[src/iimdf_pkg.sv]
// Shared types, codes and tag tables for the dataset deframer.
// Used by iimdf_front, iimdf_queue, iimdf_back and iim_dataset_deframer.
package iimdf_pkg;

   localparam logic [7:0] MARKER_BYTE = 8'h1c;
   localparam logic [7:0] REC_ENV     = 8'h01;
   localparam logic [7:0] REC_APP     = 8'h02;

   // result kinds
   localparam logic [1:0] KIND_PAYLOAD = 2'd0;
   localparam logic [1:0] KIND_EMPTY   = 2'd1;
   localparam logic [1:0] KIND_BAD     = 2'd2;
   localparam logic [1:0] KIND_TRUNC   = 2'd3;

   localparam int QUEUE_DEPTH = 4;

   // one classified result waiting for the back end
   typedef struct packed {
      logic [1:0] kind;
      logic [7:0] data;
      logic       is_app;
      logic [7:0] tag;
      logic       last;
   } entry_type;

   // {known, repeatable} for a tag of the envelope record
   function automatic logic [1:0] env_lookup(input logic [7:0] tag);
      logic [1:0] res;
      res = 2'b00;
      unique case (tag)
         8'd5, 8'd50: res = 2'b11;
         8'd0, 8'd20, 8'd22, 8'd30, 8'd40, 8'd60, 8'd70, 8'd80, 8'd90,
         8'd100, 8'd120, 8'd122: res = 2'b10;
         default: res = 2'b00;
      endcase
      return res;
   endfunction

   // {known, repeatable} for a tag of the application record
   function automatic logic [1:0] app_lookup(input logic [7:0] tag);
      logic [1:0] res;
      res = 2'b00;
      unique case (tag)
         8'd4, 8'd12, 8'd20, 8'd25, 8'd26, 8'd27, 8'd45, 8'd50, 8'd80,
         8'd85: res = 2'b11;
         8'd0, 8'd3, 8'd5, 8'd7, 8'd10, 8'd15, 8'd22, 8'd30, 8'd35, 8'd37,
         8'd38, 8'd40, 8'd47, 8'd55, 8'd60, 8'd62, 8'd63, 8'd65, 8'd70,
         8'd90, 8'd92, 8'd95, 8'd100, 8'd101, 8'd103, 8'd105, 8'd110,
         8'd115, 8'd116, 8'd118, 8'd120, 8'd121, 8'd122, 8'd184, 8'd185,
         8'd186, 8'd187, 8'd188, 8'd221, 8'd225, 8'd228, 8'd230,
         8'd231: res = 2'b10;
         default: res = 2'b00;
      endcase
      return res;
   endfunction

endpackage

[src/iim_dataset_deframer.sv]
// Dataset deframer for metadata segments: one byte per transaction in.
// Each result is written into the queue at the edge that accepts its byte
// and is loaded into the output register once that register is free.
// Throughput: one byte per cycle while the result queue has room.
// Input stalls only when the result queue fills behind a stalled output.
// Reset (synchronous, active high) empties the queue and output register
// and puts the parser in front of a marker byte, as at a segment start.
module iim_dataset_deframer #(
   parameter int QUEUE_DEPTH = iimdf_pkg::QUEUE_DEPTH
) (
   input  logic        clock,
   input  logic        reset,
   // input channel
   input  logic        req_tvalid,
   output logic        req_tready,
   input  logic [7:0]  req_tdata,   // [7:0] in_byte
   input  logic        req_tuser,   // [0] segment_start
   input  logic        req_tlast,   // segment_end
   // result channel
   output logic        rsp_tvalid,
   input  logic        rsp_tready,
   output logic [23:0] rsp_tdata,   // [7:0] out_byte, [8] record_is_app,
                                    // [16:9] tag_number, [17] known_tag,
                                    // [18] repeatable_tag, [23:19] zero
   output logic [1:0]  rsp_tuser,   // [1:0] kind
   output logic        rsp_tlast    // last_of_dataset
);

   logic                 q_full, q_empty, q_push, q_pop, take;
   iimdf_pkg::entry_type q_in, q_head;

   // Accept a byte whenever the queue has room; every byte yields at most
   // one result, so one free slot is always enough.
   assign req_tready = !q_full;
   assign take       = req_tvalid & req_tready;

   // Classify the byte and advance the framing state.
   iimdf_front u_front (
      .clock      (clock),
      .reset      (reset),
      .take       (take),
      .in_byte    (req_tdata),
      .seg_start  (req_tuser),
      .seg_end    (req_tlast),
      .push       (q_push),
      .push_entry (q_in)
   );

   // Decouple the parser from output backpressure.
   iimdf_queue #(
      .DEPTH (QUEUE_DEPTH)
   ) u_queue (
      .clock      (clock),
      .reset      (reset),
      .push       (q_push),
      .push_entry (q_in),
      .pop        (q_pop),
      .full       (q_full),
      .empty      (q_empty),
      .head       (q_head)
   );

   // Look up the tag flags and drive the result register.
   iimdf_back u_back (
      .clock      (clock),
      .reset      (reset),
      .q_empty    (q_empty),
      .q_head     (q_head),
      .q_pop      (q_pop),
      .rsp_tvalid (rsp_tvalid),
      .rsp_tready (rsp_tready),
      .rsp_tdata  (rsp_tdata),
      .rsp_tuser  (rsp_tuser),
      .rsp_tlast  (rsp_tlast)
   );

endmodule

[src/iimdf_front.sv]
// Front end: tracks dataset framing and classifies each input byte.
// Depends on iimdf_pkg; pushes results into iimdf_queue.
module iimdf_front (
   input  logic                 clock,
   input  logic                 reset,
   input  logic                 take,
   input  logic [7:0]           in_byte,
   input  logic                 seg_start,
   input  logic                 seg_end,
   output logic                 push,
   output iimdf_pkg::entry_type push_entry
);

   localparam logic [2:0] PH_MARK = 3'd0;
   localparam logic [2:0] PH_REC  = 3'd1;
   localparam logic [2:0] PH_TAG  = 3'd2;
   localparam logic [2:0] PH_LHI  = 3'd3;
   localparam logic [2:0] PH_LLO  = 3'd4;
   localparam logic [2:0] PH_DATA = 3'd5;
   localparam logic [2:0] PH_IDLE = 3'd6;

   logic [2:0]  phase_ff, phase_in, ph_cur;
   logic        rec_ff, rec_in;
   logic [7:0]  tag_ff, tag_in;
   logic [15:0] left_ff, left_in;
   logic        res;
   iimdf_pkg::entry_type ent;

   always_comb begin
      ph_cur   = seg_start ? PH_MARK : phase_ff;
      phase_in = ph_cur;
      rec_in   = rec_ff;
      tag_in   = tag_ff;
      left_in  = left_ff;
      res      = 1'b0;
      ent      = '0;
      unique case (ph_cur)
         PH_MARK: begin
            if (in_byte == iimdf_pkg::MARKER_BYTE) begin
               phase_in = PH_REC;
            end else begin
               res      = 1'b1;
               ent.kind = iimdf_pkg::KIND_BAD;
               phase_in = PH_IDLE;
            end
         end
         PH_REC: begin
            if (in_byte == iimdf_pkg::REC_APP || in_byte == iimdf_pkg::REC_ENV) begin
               rec_in   = (in_byte == iimdf_pkg::REC_APP);
               phase_in = PH_TAG;
            end else begin
               res      = 1'b1;
               ent.kind = iimdf_pkg::KIND_BAD;
               phase_in = PH_IDLE;
            end
         end
         PH_TAG: begin
            tag_in   = in_byte;
            phase_in = PH_LHI;
         end
         PH_LHI: begin
            left_in  = {in_byte, 8'h00};
            phase_in = PH_LLO;
         end
         PH_LLO: begin
            left_in = {left_ff[15:8], in_byte};
            if ({left_ff[15:8], in_byte} == 16'd0) begin
               res        = 1'b1;
               ent.kind   = iimdf_pkg::KIND_EMPTY;
               ent.is_app = rec_ff;
               ent.tag    = tag_ff;
               phase_in   = PH_MARK;
            end else begin
               phase_in = PH_DATA;
            end
         end
         PH_DATA: begin
            left_in    = left_ff - 16'd1;
            res        = 1'b1;
            ent.kind   = iimdf_pkg::KIND_PAYLOAD;
            ent.data   = in_byte;
            ent.is_app = rec_ff;
            ent.tag    = tag_ff;
            ent.last   = (left_ff == 16'd1);
            if (left_ff == 16'd1) begin
               phase_in = PH_MARK;
            end
         end
         default: phase_in = PH_IDLE;
      endcase
      // segment end inside a dataset replaces any result with truncated
      if (seg_end) begin
         if (phase_in >= PH_REC && phase_in <= PH_DATA) begin
            res      = 1'b1;
            ent      = '0;
            ent.kind = iimdf_pkg::KIND_TRUNC;
         end
         phase_in = PH_IDLE;
      end
   end

   always_ff @(posedge clock) begin
      if (reset) begin
         phase_ff <= PH_MARK;
         rec_ff   <= 1'b0;
         tag_ff   <= 8'd0;
         left_ff  <= 16'd0;
      end else if (take) begin
         phase_ff <= phase_in;
         rec_ff   <= rec_in;
         tag_ff   <= tag_in;
         left_ff  <= left_in;
      end
   end

   assign push       = take & res;
   assign push_entry = ent;

endmodule

[src/iimdf_queue.sv]
// Short FIFO between the framing front end and the output back end.
// Depends on iimdf_pkg for the entry type.
module iimdf_queue #(
   parameter int DEPTH = iimdf_pkg::QUEUE_DEPTH
) (
   input  logic                 clock,
   input  logic                 reset,
   input  logic                 push,
   input  iimdf_pkg::entry_type push_entry,
   input  logic                 pop,
   output logic                 full,
   output logic                 empty,
   output iimdf_pkg::entry_type head
);

   localparam int AW = (DEPTH > 1) ? $clog2(DEPTH) : 1;
   localparam int CW = $clog2(DEPTH + 1);
   localparam logic [AW-1:0] LAST_PTR = AW'(DEPTH - 1);
   localparam logic [CW-1:0] FULL_CNT = CW'(DEPTH);

   iimdf_pkg::entry_type mem_ff [DEPTH];
   logic [AW-1:0] wr_ff, wr_in, rd_ff, rd_in;
   logic [CW-1:0] cnt_ff, cnt_in;

   always_comb begin
      wr_in  = wr_ff;
      rd_in  = rd_ff;
      cnt_in = cnt_ff;
      if (push) begin
         wr_in = (wr_ff == LAST_PTR) ? '0 : wr_ff + 1'b1;
      end
      if (pop) begin
         rd_in = (rd_ff == LAST_PTR) ? '0 : rd_ff + 1'b1;
      end
      if (push && !pop) begin
         cnt_in = cnt_ff + 1'b1;
      end else if (pop && !push) begin
         cnt_in = cnt_ff - 1'b1;
      end
   end

   always_ff @(posedge clock) begin
      if (reset) begin
         wr_ff  <= '0;
         rd_ff  <= '0;
         cnt_ff <= '0;
      end else begin
         wr_ff  <= wr_in;
         rd_ff  <= rd_in;
         cnt_ff <= cnt_in;
      end
   end

   always_ff @(posedge clock) begin
      if (push) begin
         mem_ff[wr_ff] <= push_entry;
      end
   end

   assign full  = (cnt_ff == FULL_CNT);
   assign empty = (cnt_ff == '0);
   assign head  = mem_ff[rd_ff];

endmodule

[src/iimdf_back.sv]
// Back end: looks up tag flags and holds the result in the output register.
// Depends on iimdf_pkg for the entry type and tag tables.
module iimdf_back (
   input  logic                 clock,
   input  logic                 reset,
   input  logic                 q_empty,
   input  iimdf_pkg::entry_type q_head,
   output logic                 q_pop,
   output logic                 rsp_tvalid,
   input  logic                 rsp_tready,
   output logic [23:0]          rsp_tdata,
   output logic [1:0]           rsp_tuser,
   output logic                 rsp_tlast
);

   logic                 valid_ff;
   iimdf_pkg::entry_type ent_ff;
   logic [1:0]           flags_ff, flags_in;
   logic                 with_tag;

   assign q_pop    = !q_empty && (!valid_ff || rsp_tready);
   assign with_tag = (q_head.kind == iimdf_pkg::KIND_PAYLOAD) ||
                     (q_head.kind == iimdf_pkg::KIND_EMPTY);

   always_comb begin
      flags_in = q_head.is_app ? iimdf_pkg::app_lookup(q_head.tag)
                               : iimdf_pkg::env_lookup(q_head.tag);
      if (!with_tag) begin
         flags_in = 2'b00;
      end
   end

   always_ff @(posedge clock) begin
      if (reset) begin
         valid_ff <= 1'b0;
      end else if (q_pop) begin
         valid_ff <= 1'b1;
      end else if (rsp_tready) begin
         valid_ff <= 1'b0;
      end
   end

   always_ff @(posedge clock) begin
      if (q_pop) begin
         ent_ff   <= q_head;
         flags_ff <= flags_in;
      end
   end

   assign rsp_tvalid = valid_ff;
   assign rsp_tdata  = {5'd0, flags_ff[0], flags_ff[1], ent_ff.tag, ent_ff.is_app,
                        ent_ff.data};
   assign rsp_tuser  = ent_ff.kind;
   assign rsp_tlast  = ent_ff.last;

endmodule

[config.mk]
export PLATFORM = sky130hd
export DESIGN_NAME = iim_dataset_deframer
export DESIGN_NICKNAME = d
export VERILOG_FILES = /design/src/iimdf_pkg.sv /design/src/iim_dataset_deframer.sv /design/src/iimdf_front.sv /design/src/iimdf_queue.sv /design/src/iimdf_back.sv
export SDC_FILE = /design/constraint.sdc
export NUM_CORES = 1
export LEC_CHECK = 0
export BUFFER_PORTS_ARGS = -buffer_cell sky130_fd_sc_hd__buf_4
export CAP_MARGIN = 5
export CORE_ASPECT_RATIO = 1.1
export CORE_UTILIZATION = 60
export CTS_BUF_LIST = sky130_fd_sc_hd__clkbuf_4 sky130_fd_sc_hd__clkbuf_8
export DETAILED_ROUTE_END_ITERATION = 16
export GPL_TIMING_DRIVEN = 0
export PLACE_DENSITY_LB_ADDON = 0.08
export SYNTH_ARGS = -nofsm -noshare
export SYNTH_HDL_FRONTEND = slang
export SYNTH_SLANG_ARGS = --single-unit
[constraint.sdc]
create_clock -name clock -period 3.85 [get_ports clock]
set_clock_uncertainty 0.15 [all_clocks]
set_input_delay 0 -clock clock [delete_from_list [all_inputs] [get_ports clock]]
set_output_delay 0 -clock clock [all_outputs]
set_load 0.01 [all_outputs]
* Word-level counts from Yosys, hierarchy flattened *
Memory sizes are Yosys's and may differ from the RTL's. A register that Yosys moved wholly into a read port is not among the register bits.
Index checks and enable logic that the tools add are counted.

operators by class
  add/sub/neg operators = 5
  order comparisons = 2
  equality and inequality tests = 26
  mux-type cells = 36
  bitwise gates (word level) = 3
  reduce and logical (&&, ||, !) cells = 27

operators with widths
  operator               number
  $eq 8x7->1 const B     6
  $pmux 16 s3            1
  $mux 20                2
  $eq 8x5->1 const B     4
  $eq 8x6->1 const B     3
  $mux 3                 8
  $pmux 3 s6             1
  $pmux 9 s2             1
  $eq 16x1->1 const B    1
  $logic_not 16->1       1
  $sub 16x1->16 const B  1
  $mux 2                 7
  $reduce_or 12->1       1
  $mux 1                 11
  $eq 3x3->1 const B     3
  $mux 9                 1
  $eq 8x1->1 const B     1
  $eq 8x2->1 const B     1
  $eq 8x3->1 const B     1
  $logic_not 8->1        1
  $mux 8                 1
  $eq 3x2->1 const B     2
  $logic_not 3->1        2
  $pmux 2 s3             1
  other kinds (21)       37

storage, ports and cells
  flip-flop bits (word level) = 58
  RAM bits = 80
  ROM bits = 512
  output and inout port bits = 29
  word-level logic and storage cells = 116
  memories = 2

memories
  memory            depth  width  read ports  clocked after memory_dff  write ports  RTL line           RTL
  (name not given)  256    2      1           0                         0            iimdf_pkg.sv:43    unique case (tag)
  u_queue.mem_ff    4      20     1           1                         1            iimdf_queue.sv:21  iimdf_pkg::entry_type mem_ff [DEPTH];

* Depth between registers and ports, before layout *
Gate-level depths: netlist (run 1).

  depth after elaboration = 13
  depth in mapped cells = 13
  gate-level depth less buffers = 13

* Modules after synthesis *
From an unflattened synthesis (run 1), not the netlist that was laid out.

second synthesis, totals
  cells, all modules = 547
  area, all modules = 6797.8 sq um

by module, submodules not included
  module                times used  cells an instance  area each (sq um)  sequential area each (sq um)
  iimdf_queue           1           148                3325.7             2582.5
  iimdf_front           1           270                2010.7             560.5
  iimdf_back            1           127                1451.4             680.7
  iim_dataset_deframer  1           2                  10.0               0.0

* Worst setup path after synthesis (run 1) *
OpenSTA, ideal clock, no wires.

  path kind = reg2reg
  start point = register u_front.left_ff[8]
  end point = register u_queue.cnt_ff[2]
  arrival = 2915 ps
  data required time = 3630 ps
  setup slack = 715 ps
  cell stages (with the launch flop) = 12
  clock period less this slack = 3135 ps
  cell sequence = dfxtp_1 nor4_4 nand3_2 o41ai_4 nor3_2 a211oi_4 ha_1 inv_1 fa_1 xor2_1 or3_1 a21oi_1

on the way
  word-level cells in the longest chain between the ends = 11
  elaborated cells between the ends (all ways) = 18

RTL lines
  element                                          RTL line                              RTL
  start: declaration                               iimdf_front.sv:25                     logic [15:0] left_ff, left_in;
  start signal: assignment                         iimdf_front.sv:112                    left_ff <= left_in;
  $eq 16x1->1 or $logic_not 16->1 (tied branches)  iimdf_front.sv:85, iimdf_front.sv:67
  $mux 3, on equally long branches                 iimdf_front.sv:85, iimdf_front.sv:67
  $pmux 3 s6                                       iimdf_front.sv:37                     unique case (ph_cur)
  $ge 3x1->1 or $le 3x3->1 (tied branches)         iimdf_front.sv:93                     if (phase_in >= PH_REC && phase_in <= PH_DATA) begin
  $logic_and 1x1->1                                iimdf_front.sv:93
  $mux 1                                           iimdf_front.sv:93
  $mux 1 *                                         iimdf_front.sv:92                     if (seg_end) begin
  $and 1x1->1 *                                    iimdf_front.sv:116                    assign push = take & res;
  named net q_push                                 iim_dataset_deframer.sv:29            logic q_full, q_empty, q_push, q_pop, take;
  $logic_not 1->1                                  iimdf_queue.sv:37                     end else if (pop && !push) begin
  $logic_and 1x1->1                                iimdf_queue.sv:37
  $reduce_bool 2->1 (no source line)               n/a
  end signal: assignment                           iimdf_queue.sv:50                     cnt_ff <= cnt_in;
  end: declaration                                 iimdf_queue.sv:23                     logic [CW-1:0] cnt_ff, cnt_in;

The timed path passes the listed nets; every way through them passes the cells marked *.
A chain may end at the register's enable or synchronous reset.

* Final worst setup path (run 1) *
Ends and elaborated chain as after synthesis.

==> key figures, run 1 <==
Worst setup path
  – Setup Crit Path Kind: reg -> reg
  – Reg2Reg Depth: 11
  – CP Data Arrival Time: 3.83 ns
  – CP Capture Type: register
  – CP max FO: 7
  – Reg2Reg Setup Slack: around 0.23 ns
  – Worst EP required: just over 4 ns
  – CP Launch Type: register
  – Worst Setup EP: u_queue.cnt_ff[2]
  – R2r endpoint: u_queue.cnt_ff[2]
  – Reg2reg start: u_front.left_ff[8]
  – Worst setup path startpoint: u_front.left_ff[8]

Die
  – Io pins: 43
  – Row count: 40
  – Die Span Y: around 110 µm
  – Die area: between 0.01 and 0.015 mm²
  – Core area: 0.0111 mm²
  – Initial cell density of the core: 0.624
  – Die Wd: around 100 µm

Synth
  – Synth unique cells: between 70 and 80
  – Area contributors post-synth: edfxtp_1 44%, dfxtp_1 11%, mux4_2 7.8%
  – Leading area contributor after synthesis: edfxtp_1
  – Post-synthesis sequential area ratio: 0.554
  – Synthesized netlist cell count: about 560
  – Synth Area per Inst: ~12 µm²
  – Synth Register Bits: 140
  – Share of the synthesized area in the top cell type: 0.444
  – Ys async rst share: 0
  – Main synth FF type: edfxtp_1
  – EDFF count, synth: 102
  – Cell with the most instances after synthesis: edfxtp_1
  – Post-synth top cells: 102 x edfxtp_1, 60 x nor2_1, 38 x dfxtp_1, 29 x nand2_1, 27 x a21oi_1
  – Yosys warning total: 0
  – Mapped Area: ~0.0069 mm²

Final layout
  – Nets: 663
  – Final Non-Filler Cells: 793
  – Layout area overhead: 14.1%
  – Antenna diodes: 0
  – Layout cell share with drive strength beyond 1: 0.203
  – Filler cell count: between 700 and 800

Job
  – Max Cap Viol: 0

Global routing
  – Initial antenna violation count: 0
  – Total GRT Usage: 0.254
  – Largest net degree at the start of global routing: 21
  – First-pass GRT wire length: approximately 23,000 µm
  – Vias in the first global route: roughly 4,700
  – GRT overflow: 0

STA
  – Setup slack after layout: ~0.23 ns
  – RSZ-0062 raised after global routing: false
  – Max-slew violations: 0
  – Final setup fails: 0
  – Final period util: 0.940
  – Final Hold Viols: 0
  – Worst-margin pin slew: between 1 and 1.5 ns
  – Fmax: about 280 MHz
  – Crit path time final: approximately 3.6 ns
  – Final hold slack: 0.0649 ns
  – Slew HR: 0.271

Clock tree
  – TritonCTS Buffers: 17
  – Clk_lat worst skew: around 0.44 ns
  – Number of buffers added to fix hold violations after cts: 14
  – Clock buffer depth: 2
  – Clk root buf: clkbuf_8
  – Post-cts sizing count: 0
  – Clk sink count: 140
  – CTS tree: done
  – Clock H-tree levels: 4
  – Post-CTS Setup Repair Bufs: 0
  – Worst-path clk slew: ~0.080 ns

Detailed routing
  – Vias per cell: roughly 6
  – WL final: approximately 14,000 µm
  – 1st-pass router iterations: 5
  – Post-route ant nets: 0
  – DR DRC count: 0
  – Vias: 4,842
  – Routed len/inst: 18.1 µm
  – DRT iter0 DRCs: about 300

Pwr
  – Worst vdd ir: ~380 µV
  – Leakage: 2.93 nW
  – Share of total power in sequential cells: 0.409
  – P_int: 0.00319 W
  – Sw power: 0.00171 W
  – Power per Cell Area: between 600 and 700 mW/mm²
  – Sw Share: 0.349
  – Clock power frac: 0.222
  – Combinational power share: 0.370

Min path
  – HP Class: in -> reg

Place
  – Pre-CTS setup slack: ~0.30 ns
  – Detailed Place HPWL: around 10,000 µm
  – Placed Instances: between 700 and 800
  – # port buffers: 34
  – GPL Wtd Cong: roughly 0.9

Status
  – Status: finished, final reports clean
==> per-layer routing <==
layer | vias up | part of all wire | GRT usage
met5 | - | 0 | 0
met3 | 43 | 0.071 | 0.0615
met4 | 0 | 0.032 | 0.117
met2 | 203 | 0.50 | 0.441
met1 | 2328 | 0.40 | 0.300
li1 | 2268 | - | -
==> state kept, by name, summed over array words and instances (netlist names), named ones only <==
name	count
u_back.rsp_tuser	2
u_back.rsp_tvalid	1
u_queue.mem_ff	80
u_front.tag_ff	8
u_queue.rd_ff	2
u_front.phase_ff	3
u_front.rec_ff	1
u_front.left_ff	16
u_back.flags_ff	2
u_queue.cnt_ff	3
u_back.rsp_tlast	1
u_queue.wr_ff	2
u_back.rsp_tdata	17
==> through the flow <==
stage / power [W] / instance area (µm²) / util / TNS, ns
final: 0.00490 / 7880 / 0.712 / 0
after global routing: 0.00515 / 7880 / 0.712 / 0
after CTS: 0.00493 / 7880 / 0.712 / 0
after detailed placement: 0.00384 / 7370 / 0.667 / 0
after global placement: 0.00378 / 7350 / 0.665 / -0.222
after floorplan: 0.00329 / 6920 / - / 0
==> worst min path at each step <==
stage,start,end,slack [ns],cells past startpoint
floorplan,req_tdata[2],u_front.tag_ff[2],-0.006,2
global placement,rsp_tready,u_back.rsp_tvalid,0.12,4
detailed placement,rsp_tready,u_back.rsp_tvalid,0.14,4
CTS,req_tuser,u_front.phase_ff[0],0.03,5
global route,req_tuser,u_front.phase_ff[0],0.14,5
finish,req_tuser,u_front.phase_ff[0],0.06,5
==> placed cells by master, fill, tap and decap left out, types with 5 or more instances in the layout <==
cell type,count
dfxtp_1,38
nor4_1,6
a21oi_1,26
clkbuf_1,15
nand3_1,8
nand2b_1,9
dlygate4sd3_1,14
buf_4,41
mux2i_1,17
edfxtp_1,102
buf_2,14
clkbuf_8,17
nor3b_1,23
nor2_1,60
nand2_1,29
inv_8,5
ha_1,14
conb_1,5
xnor2_1,8
or2_2,5
xor2_1,6
mux4_2,24
inv_1,20
nor3_1,16
o21ai_0,18
==> kinds of logic after synthesis <==
logic type,synth area share
and+or+nand+nor,0.147
DFF,0.554
AOI/OAI and AO/OA,0.104
buffers and inverters,0.0395
muxes,0.108
adders and majority gates,0.0283
xor gates and xnor gates,0.0178
other,0.000543
==> layout make-up <==
class	instances	area, µm²	share of cell area
buffer	39	198	0.0251
sequential	140	3820	0.486
multi-input combinational	367	2820	0.358
timing repair buffer	49	410	0.0521
clock buffer	17	234	0.0297
clock inverter	14	128	0.0162
inverter	20	75.1	0.00953
tap	147	184	0.0234
==> power groups by stage <==
stage	combinational, W	sequential, W	clock (W)
finish	0.00181	0.00200	0.00109
global route	0.00197	0.00202	0.00116
CTS	0.00182	0.00201	0.00111
detailed placement	0.00180	0.00204	0
global placement	0.00175	0.00204	0
floorplan	0.00119	0.00209	0
==> worst max-delay path, stage by stage, from the launching register on <==
cell      delay [ns]
dfxtp_1         0.39
nor4_4          0.52
nand4_1         0.28
a211oi_2        0.37
nor3_2          0.10
a211oi_4        0.40
ha_1            0.26
inv_1           0.07
fa_1            0.37
xor2_1          0.17
or3_1           0.30
a21oi_1         0.15
(Power assumes the default switching activity.)
==> inputs of run 2 (changes only) <==
ABC_AREA = 1   (was not set)
ABC_CLOCK_PERIOD_IN_PS = 3850   (was not set)
==> run 2 against run 1 <==
Net effect:
- critical path depth increased by 4
- flip-flop and latch count unchanged
- final cell count increased by 25%
- largest power group is now combinational logic
==> key figures, run 2 <==
Detailed routing
  – Post-route ant nets: 0 (unchanged)
  – DRT iter0 DRCs: 423 (+44%)
  – WL final: 15,500 µm (+8.1%)
  – DR DRC count: 0 (unchanged)
  – Vias per cell: 5.51 (-9.7%)
  – Routed len/inst: 15.6 µm (-14%)
  – 1st-pass router iterations: 4 (-1)
  – Vias: 5,474 (+13%)

Final layout
  – Layout area overhead: 17.0%
  – Commonest non-fill, non-tap cell in the layout: nand2_1
  – Layout cell share with drive strength beyond 1: 0.148 (-0.0550)
  – Max reg flops: 80 (unchanged)
  – Largest Register: u_queue.mem_ff
  – Antenna diodes: 0 (unchanged)
  – Layout Utilization: 0.725 (+0.0130)
  – Commonest cells after routing, fill and taps aside: 178 x nand2_1, 102 x edfxtp_1, 101 x nor2_1
  – Nets: 862 (+30%)

STA
  – Final period util: 0.780 (-0.160)
  – Final Hold Viols: 0 (unchanged)
  – Setup slack after layout: 0.849 ns (+0.618 ns)
  – RSZ-0062 raised after global routing: false
  – Max-slew violations: 0 (unchanged)
  – Worst-margin pin slew: 0.943 ns (-0.150 ns)
  – Final hold slack: 0.274 ns (+0.209 ns)
  – Final setup fails: 0 (unchanged)
  – Slew HR: 0.372 (+0.100)
  – Crit path time final: 3.00 ns (-0.618 ns)
  – Fmax: 333 MHz (+21%)

Place
  – Detailed Place HPWL: 11,000 µm (+9.7%)
  – Pre-CTS setup slack: 0.895 ns (+0.599 ns)
  – GPL Wtd Cong: 0.935 (+3.7%)
  – # port buffers: 36 (+5.9%)

Clock tree
  – Clock H-tree levels: 4 (unchanged)
  – Clk_lat worst skew: 0.44 ns (about the same)
  – Clk root buf: clkbuf_8
  – TritonCTS Buffers: 17 (unchanged)
  – CTS tree: done
  – Worst-path clk slew: 0.09 ns (about the same)
  – Post-CTS Setup Repair Bufs: 0 (unchanged)
  – Clk sink count: 140 (unchanged)
  – Clock buffer depth: 2 (unchanged)

Global routing
  – Initial antenna violation count: 0 (unchanged)
  – GRT overflow: 0 (unchanged)
  – First-pass GRT wire length: 25,000 µm (+8.5%)
  – Total GRT Usage: 0.283 (+0.0292)
  – Vias in the first global route: 5,250 (+12%)
  – Largest net degree at the start of global routing: 28 (+33%)

Die
  – Core area: 0.0110 mm² (-0.91%)
  – Die Wd: 103 µm (-0.79%)
  – Die Span Y: 114 µm (-0.79%)
  – Io pins: 43 (unchanged)
  – Row count: 40 (unchanged)
  – Die area: 0.0117 mm² (-1.6%)
  – Initial cell density of the core: 0.620 (-0.00435)

Worst setup path
  – CP bufs+invs: 3 (+2)
  – Reg2Reg Setup Slack: 0.85 ns (+0.62 ns)
  – Worst Setup EP: u_queue.cnt_ff[2]
  – CP max FO: 10 (+3)
  – Crit-path max cell delay: 0.38 ns (-0.14 ns)
  – Reg2Reg Depth: 15 (+4)
  – R2r endpoint: u_queue.cnt_ff[2]
  – Reg2reg start: u_front.phase_ff[2]
  – CP max stage cell: dfxtp_1
  – CP Cell Sequence: inv_2 > nor2_4 > nand2_4 > nor2_4 > nand4_1 > nand4_1 > nand3_2 > inv_1 > ha_1 > inv_1 > fa_1 > a21oi_1 > o21ai_0 > o21ai_0 > a21oi_1
  – Worst setup path startpoint: u_front.phase_ff[2]
  – Setup Crit Path Kind: reg -> reg
  – CP Data Arrival Time: 3.18 ns (-0.65 ns)
  – Total stage count of the critical path: 15 (+4)
  – CP Launch Type: register
  – CP Capture Type: register
  – Worst EP required: 4.03 ns (-0.03 ns)
  – Delay-heaviest family, CP: simple AND/OR/NAND/NOR gates

Synth
  – Synth Register Bits: 140 (unchanged)
  – Post-synth top cells: 178 x nand2_1, 105 x nor2_1, 102 x edfxtp_1, 62 x inv_1, 61 x o21ai_0
  – Mapped Area: 0.00679 mm² (-1.6%)
  – EDFF count, synth: 102 (unchanged)
  – Yosys warning total: 0 (unchanged)
  – Area contributors post-synth: edfxtp_1 45%, dfxtp_1 11%, nand2_1 9.8%
  – Post-synthesis sequential area ratio: 0.563 (+0.00899)
  – Synth unique cells: 40 (-44%)
  – Synthesized netlist cell count: 751 (+34%)
  – Main synth FF type: edfxtp_1
  – Share of the synthesized area in the top cell type: 0.451 (+0.00720)
  – Ys async rst share: 0 (unchanged)
  – Leading area contributor after synthesis: edfxtp_1
  – Cell with the most instances after synthesis: nand2_1
  – Synth Area per Inst: 9.04 µm² (-26%)

Pwr
  – Worst vdd ir: 558 µV (+49%)
  – Leakage: 3.30 nW (+13%)
  – Power, Total: 0.00564 W (+15%)
  – Power per Cell Area: 709 mW/mm² (+14%)

Job
  – Max Cap Viol: 0 (unchanged)

Status
  – Status: finished, final reports clean

Min path
  – Hold Path Stages: 4 (-1)
  – HP Class: in -> reg
run 2: cell count changes after synthesis, sizes merged, moves of 24 or more:
cell,before,now
nand2,29,188
nand3,9,43
o21ai,18,66
mux4,24,0
inv,20,69
nor2,60,110
run 2: power by group:
part	internal, W	switching [W]	leakage, nW
clock network	0.000611	0.000620	0.211
registers	0.00197	0.0000983	1.24
logic	0.000803	0.00154	1.84
run 2: cells by family after synthesis:
group	Yosys count	synth area share
AO/OA/AOI/OAI	141	0.118
buffers and inverters	97	0.0639
AND/OR/NAND/NOR	353	0.220
flip-flops	140	0.563
XOR/XNOR	4	0.00516
adder cells (fa/ha/maj)	15	0.0287
other	1	0.000552
run 2: how the worst min path moves through the flow:
stage / startpoint / to / slack, ns
final: req_tdata[7] / u_front.tag_ff[7] / 0.27
after global routing: req_tdata[4] / u_front.left_ff[4] / 0.28
after CTS: req_tdata[7] / u_front.tag_ff[7] / 0.25
after detailed placement: req_tdata[3] / u_front.left_ff[11] / 0.16
after global placement: req_tdata[5] / u_front.left_ff[13] / 0.14
after floorplan: req_tdata[0] / u_front.tag_ff[0] / -0.001
run 2: what timing repair did:
item / in CTS / in global routing
hold buffers: 19 / 0
resized for setup: 0 / 0
endpoints found under the hold margin: 68 / 0
run 2: cell type report:
type,count,area [µm²]
plain buffers,28,175
clock buffers,18,241
clock inverters,14,170
fillers,824,3010
inverters,69,259
multi-input cells,518,2570
flip-flops and latches,140,3820
well taps,147,184
repair buffers,59,520
run 2: metrics by stage:
stage / area [µm²] / setup TNS, ns / std cells
after floorplan: 6810 / 0 / 755
after global placement: 7260 / -0.326 / 938
after detailed placement: 7340 / 0 / 942
after CTS: 7950 / 0 / 993
after global routing: 7950 / 0 / 993
final: 7950 / 0 / 993
run 2: per-layer routing:
| metal | global-route usage | part of all wire | up-vias |
|---|---|---|---|
| li1 | - | - | 2696 |
| met1 | 0.351 | 0.42 | 2560 |
| met2 | 0.478 | 0.51 | 192 |
| met3 | 0.0564 | 0.054 | 26 |
| met4 | 0.119 | 0.018 | 0 |
| met5 | 0 | 0 | - |
run 2: tightest hold or removal path, stage by stage:
cell and delay (ns):
dlygate4sd3_1 0.52, buf_4 0.12, inv_1 0.07, a21oi_1 0.12
